<file path="src/sv/wpd_pkg.sv">
// Shared types and constants for the window percentile depth unit.
// No dependencies; imported by every module of the block.
`timescale 1ns / 1ps

package wpd_pkg;

  // Field widths fixed by the interface
  localparam int POS_W     = 12;
  localparam int DEPTH_W   = 16;
  localparam int FW_W      = 11;
  localparam int FH_W      = 10;
  localparam int RAD_W     = 3;
  localparam int PCT_W     = 17;
  localparam int CFG_IDX_W = 2;
  localparam int Q16_FRAC  = 16;

  localparam logic [PCT_W-1:0] Q16_ONE = 17'h10000;

  // Configuration register indexes
  localparam logic [CFG_IDX_W-1:0] CFG_FRAME_WIDTH  = 2'd0;
  localparam logic [CFG_IDX_W-1:0] CFG_FRAME_HEIGHT = 2'd1;
  localparam logic [CFG_IDX_W-1:0] CFG_MIN_VALID    = 2'd2;
  localparam logic [CFG_IDX_W-1:0] CFG_MAX_VALID    = 2'd3;

  localparam logic [DEPTH_W-1:0] MIN_VALID_RST = 16'd250;
  localparam logic [DEPTH_W-1:0] MAX_VALID_RST = 16'd6000;

  // Item function codes
  localparam logic FUNC_WRITE = 1'b0;
  localparam logic FUNC_QUERY = 1'b1;

  // One depth sample moving along the sort chain
  typedef struct packed {
    logic               vld;
    logic [DEPTH_W-1:0] depth;
  } wpd_sample_t;

  // Gather unit output: a sample and the end-of-window mark
  typedef struct packed {
    wpd_sample_t smp;
    logic        last;
  } wpd_gath_t;

  // Sort chain control
  typedef struct packed {
    logic clear;
    logic shift;
  } wpd_cell_ctl_t;

  // Effective frame configuration
  typedef struct packed {
    logic [FW_W-1:0]    w;
    logic [FH_W-1:0]    h;
    logic [DEPTH_W-1:0] min_mm;
    logic [DEPTH_W-1:0] max_mm;
  } wpd_cfg_t;

  // Accepted input item handed to the gather unit
  typedef struct packed {
    logic               vld;
    logic               func;
    logic [POS_W-1:0]   x;
    logic [POS_W-1:0]   y;
    logic [DEPTH_W-1:0] depth;
    logic [RAD_W-1:0]   radius;
  } wpd_cmd_t;

endpackage

</file>
<file path="src/sv/wpd_cell.sv">
// One cell of the insertion sort chain: keeps the smaller sample, passes the larger.
// Depends on wpd_pkg.
`timescale 1ns / 1ps

module wpd_cell (
  input  logic                 clk,
  input  logic                 rst_n,
  input  wpd_pkg::wpd_cell_ctl_t ctl,
  input  wpd_pkg::wpd_sample_t in_smp,
  input  wpd_pkg::wpd_sample_t nb_smp,
  output wpd_pkg::wpd_sample_t pass_smp,
  output wpd_pkg::wpd_sample_t held_smp
);
  import wpd_pkg::*;

  logic               held_vld_r, held_vld_nxt;
  logic [DEPTH_W-1:0] held_d_r, held_d_nxt;
  logic               pass_vld_r, pass_vld_nxt;
  logic [DEPTH_W-1:0] pass_d_r, pass_d_nxt;

  // Insert, shift toward the head, or clear
  always_comb begin
    held_vld_nxt = held_vld_r;
    held_d_nxt   = held_d_r;
    pass_vld_nxt = 1'b0;
    pass_d_nxt   = pass_d_r;
    if (ctl.clear) begin
      held_vld_nxt = 1'b0;
    end else if (ctl.shift) begin
      held_vld_nxt = nb_smp.vld;
      held_d_nxt   = nb_smp.depth;
    end else if (in_smp.vld) begin
      if (!held_vld_r) begin
        held_vld_nxt = 1'b1;
        held_d_nxt   = in_smp.depth;
      end else if (in_smp.depth < held_d_r) begin
        held_d_nxt   = in_smp.depth;
        pass_vld_nxt = 1'b1;
        pass_d_nxt   = held_d_r;
      end else begin
        pass_vld_nxt = 1'b1;
        pass_d_nxt   = in_smp.depth;
      end
    end
  end

  // Hold valid flags under reset
  always_ff @(posedge clk) begin
    if (!rst_n) begin
      held_vld_r <= 1'b0;
      pass_vld_r <= 1'b0;
    end else begin
      held_vld_r <= held_vld_nxt;
      pass_vld_r <= pass_vld_nxt;
    end
  end

  // Advance payload
  always_ff @(posedge clk) begin
    held_d_r <= held_d_nxt;
    pass_d_r <= pass_d_nxt;
  end

  assign pass_smp.vld   = pass_vld_r;
  assign pass_smp.depth = pass_d_r;
  assign held_smp.vld   = held_vld_r;
  assign held_smp.depth = held_d_r;

endmodule

</file>
<file path="config.mk">
export PLATFORM = sky130hd
export DESIGN_NAME = wpd_cell
export DESIGN_NICKNAME = d
export VERILOG_FILES = /design/src/sv/wpd_pkg.sv /design/src/sv/wpd_cell.sv
export SDC_FILE = /design/constraint.sdc
export NUM_CORES = 1
export LEC_CHECK = 0
export BUFFER_PORTS_ARGS = -buffer_cell sky130_fd_sc_hd__buf_4
export CORE_UTILIZATION = 40
export DETAILED_ROUTE_END_ITERATION = 10
export HOLD_SLACK_MARGIN = 0.1
export PLACE_DENSITY_LB_ADDON = 0.2
export SLEW_MARGIN = 0
export SYNTH_ARGS = -nofsm -noshare
export SYNTH_HDL_FRONTEND = slang
export SYNTH_SLANG_ARGS = --single-unit
</file>
<file path="constraint.sdc">
create_clock -name clk -period 2.77 [get_ports clk]
set_input_delay 0.277 -clock clk [delete_from_list [all_inputs] [get_ports clk]]
set_output_delay 0.277 -clock clk [all_outputs]
set_load 0.05 [all_outputs]
</file>
; After elaboration in Yosys (flattened, before gate mapping)
; Cells that the tools add are included.
; W data, S select, Z words.
[word_totals]
regBits = 34
out_inout_bits = 34
[op_classes]
order_cmp = 1
eq_ne = 1
n_mux = 8
n_bitwise = 4
reduce_logical = 5
[op_table]
columns = op, count
row1 = $mux W16, 5
row2 = $lt A16 B16 Y1, 1
row3 = $not A1 Y1, 4
row4 = $reduce_and A4 Y1, 1
row5 = $reduce_or A4 Y1, 1
row6 = $mux W1, 3
row7 = $ne A3 B2 Y1 const B, 1
row8 = $reduce_and A3 Y1, 1
row9 = $reduce_bool A2 Y1, 1
row10 = $reduce_or A2 Y1, 1

; Depth between registers and ports, before layout
[logic_depth]
ltp_word = 5
depth_mapped = 8

; Worst setup path before layout
; Ideal clock, no wire load.
[synth_timing]
kind = register -> register
startpoint = register held_d_r[9]
endpoint = register held_d_r[0], enable pin
setup_time_ns = 0.336
arrival_ns = 2.579
slack_ns = -0.146
stages_incl_launch_ff = 8
period_less_slack_ns = 2.916
path_cell_list = edfxtp_1 -> inv_1 -> ha_1 -> and4_1 -> a31o_2 -> a2111oi_4 -> buf_6 -> o31a_2
[synth_between]
elab_chain_cells = 3
[synth_rtl]
columns = item, line
row1 = start: declaration, wpd_cell.sv:17  ; logic [DEPTH_W-1:0] held_d_r, held_d_nxt;
row2 = start signal: assignment, wpd_cell.sv:60  ; held_d_r <= held_d_nxt;
row3 = $lt A16 B16 Y1, wpd_cell.sv:36  ; end else if (in_smp.depth < held_d_r) begin
row4 = $ne A3 B2 Y1 (no source line), --
row5 = $reduce_and A3 Y1 (no source line), --
; Every way passes these cells.
; A chain may end at the register's enable or synchronous reset.

; Worst setup path in the final report
[layout_timing]
startpoint = register held_d_r[14]
endpoint = register held_d_r[2], enable pin
; Same word-level chain as after synthesis.

==> results by group <==
Clock tree
  • Number of buffers created by CTS: 5
  • Clock Path Buffers: 2
  • Worst-Skew Late Latency: 0.28 ns
  • Cts repair resizes: 0
  • H-tree levels: 2
  • CTS sink cnt: 34
  • Worst-path clk slew: 0.06 ns
  • Cts hold-fix bufs: 0
  • Post-CTS Setup Bufs: 0
  • CTS tree: built
  • Root Driver: clkbuf_8

Setup path
  • Critical Path RT: 2.79 ns
  • R2R Path Start: held_d_r[14]
  • Crit path from: held_d_r[14]
  • CP Data Arrival Time: 2.53 ns
  • Worst setup EP type: flop
  • Type of origin of the critical path: flop
  • Critical-path maximum fanout: 16
  • Worst Path Class, Setup: flop to flop

Timing
  • Relative slew slack: 0.558
  • Period utilization: 0.908
  • Clk_skew: 0.00275 ns
  • Worst Tran Pin Value: 0.662 ns
  • FMAX: 398 MHz
  • Min Tclk post-route: 2.51 ns
  • Final Hold Fails: 0
  • Setup WS post-layout: 0.255 ns
  • Worst Hold Slack: 0.181 ns
  • RSZ-0062 raised after global routing: no
  • Count of pins over their slew limit: 0
  • Setup_tns: 0 ns
  • Final setup viols: 0

Pwr
  • P per Cell Area: 487 mW/mm2
  • Leakage dissipation: 1.16 nW
  • Tot Pwr: 1.27 mW
  • Worst VDD drop: 217 uV

Yosys
  • Top cell type's share of synthesized area: 0.499
  • Cell taking the most area after synthesis: edfxtp_1
  • Seq/Total Area, Yosys: 0.520
  • Number of flops mapped to enable cells by yosys: 32
  • Seq cells post-synth: 34
  • Syn. warnings: 0
  • Synth Net Count: 184
  • Ys flop type: edfxtp_1
  • Most common cell in the netlist: edfxtp_1
  • Cell variety after synth: 29
  • Async set-reset flop share out of synthesis: 0
  • Cells after Synth: 131
  • Syn Area/Cell: 14.7 um2
  • Top cells by area, synth: edfxtp_1 50%, mux2_2 13%, ha_1 9.8%, mux2_4 7.0%, inv_1 3.3%
  • Post-synthesis cell area: 0.00192 mm2
  • Synth top cells by count: 32 x edfxtp_1, 23 x mux2_2, 17 x inv_1

Die
  • Io pins: 72
  • Die area: 0.00509 mm2
  • Die X: 71.4 um
  • Core footprint: 0.00447 mm2
  • Die height: 71.4 um
  • Row count: 24
  • Initial Util: 0.430

Placed design
  • Worst slack at placement: 0.248 ns
  • Dpl cells: 252
  • IO buf count: 71
  • Cell Area, Placed: 0.00252 mm2
  • Gpl congestion: 0.758
  • Detailed Place HPWL: 3210 um

Route
  • # DRC: 5
  • DR vias/cell: 5.12
  • Met2 routed WL: 2100 um
  • Met1 WL: 1730 um
  • Met3 WL: 232 um
  • Final WL: 4130 um
  • Top sig layer: met4
  • DRT Pass-1 Iters: 7
  • Wire per inst: 16.0 um
  • DR iter-0 viols: 53
  • Vias: 1326
  • ANT nets after route: 0

Finish
  • Fillers: 372
  • Final Util: 0.581
  • Share of layout cells above drive strength 1: 0.589
  • Final Non-Filler Cells: 259
  • Fin area: 0.00260 mm2
  • NumNets Final: 260
  • Register area: 0.00100 mm2
  • Inserted Diodes: 0
  • Area of the multi-input gates: 840 um2
  • Area Overhead vs Synth: 35.2%

Global routing
  • Initial antenna violation count: 0
  • First-pass GRT wire length: 6620 um
  • Total grt overflow: 0
  • Total GRT Usage: 0.172
  • Largest net degree at the start of global routing: 22
  • Vias in the first global route: 1401

Run status
  • Status: finished, violations left
  • Failing checks: DRC

Worst hold path
  • Min-delay worst type: input port to flop
  • Min-delay src: ctl[1]

Job
  • Max_cap viols: 0
==> area by class of cell <==
type,count,share of cell area
Timing Repair Buffer,74,0.214
Sequential cell,34,0.385
Inverter,17,0.0245
Clock buffer,7,0.0293
Multi-Input combinational cell,75,0.323
Tap cell,52,0.0250
==> cell usage in the layout, fill, tap and decap left out, drive strengths merged <==
cell type  Yosys  layout
edfxtp        32      32
ha            15      15
clkbuf         2       7
a2111oi        3       3
nor2           5       5
a21oi          4       4
a21o           1       1
a211oi         1       1
o221ai         1       1
inv           17      17
and2           1       1
dfxtp          2       2
nor4b          1       1
nand4          1       1
o21ai          2       2
o31a           1       1
nand2b         1       1
nor3b          1       1
and4           2       2
mux2          32      32
buf            3      74
nand2          2       2
a31o           1       1
==> final timing paths <==
check,to,cells after the start,slack (ns)
max,held_d_r[2],8,0.26
min,held_vld_r,2,0.18
max reg2reg,held_d_r[2],8,0.26
min reg2reg,pass_d_r[2],1,0.62
==> power by group <==
part / internal, mW / total, mW / switching [mW]
combinational: 0.155 / 0.319 / 0.164
sequential: 0.593 / 0.607 / 0.0139
clock: 0.173 / 0.341 / 0.168
total: 0.920 / 1.27 / 0.346
==> routing by layer <==
layer  up-vias  track usage
li1        638            -
met1       632        0.203
met2        48        0.306
met3         8       0.0338
met4         0       0.0756
met5         -            0
==> critical path, stage by stage (launching register included) <==
cell	delay, ns
edfxtp_1	0.39
inv_1	0.06
ha_1	0.29
and4_4	0.26
nand4_1	0.13
a2111oi_2	0.46
a2111oi_4	0.06
buf_4	0.20
o31a_4	0.39
==> flip-flops by register name, indices dropped and copies added, names as in the netlist <==
register    flops
held_d_r       16
pass_vld_r      1
pass_d_r       16
held_vld_r      1
==> logic make-up after synthesis <==
kind of cell             share of synthesized area
flip-flops                                   0.520
multiplexers                                 0.205
buffers and inverters                       0.0507
adder cells (fa/ha/maj)                     0.0975
AO/OA/AOI/OAI                               0.0793
AND/OR/NAND/NOR                             0.0475
Power figures use the tool's default switching activity.
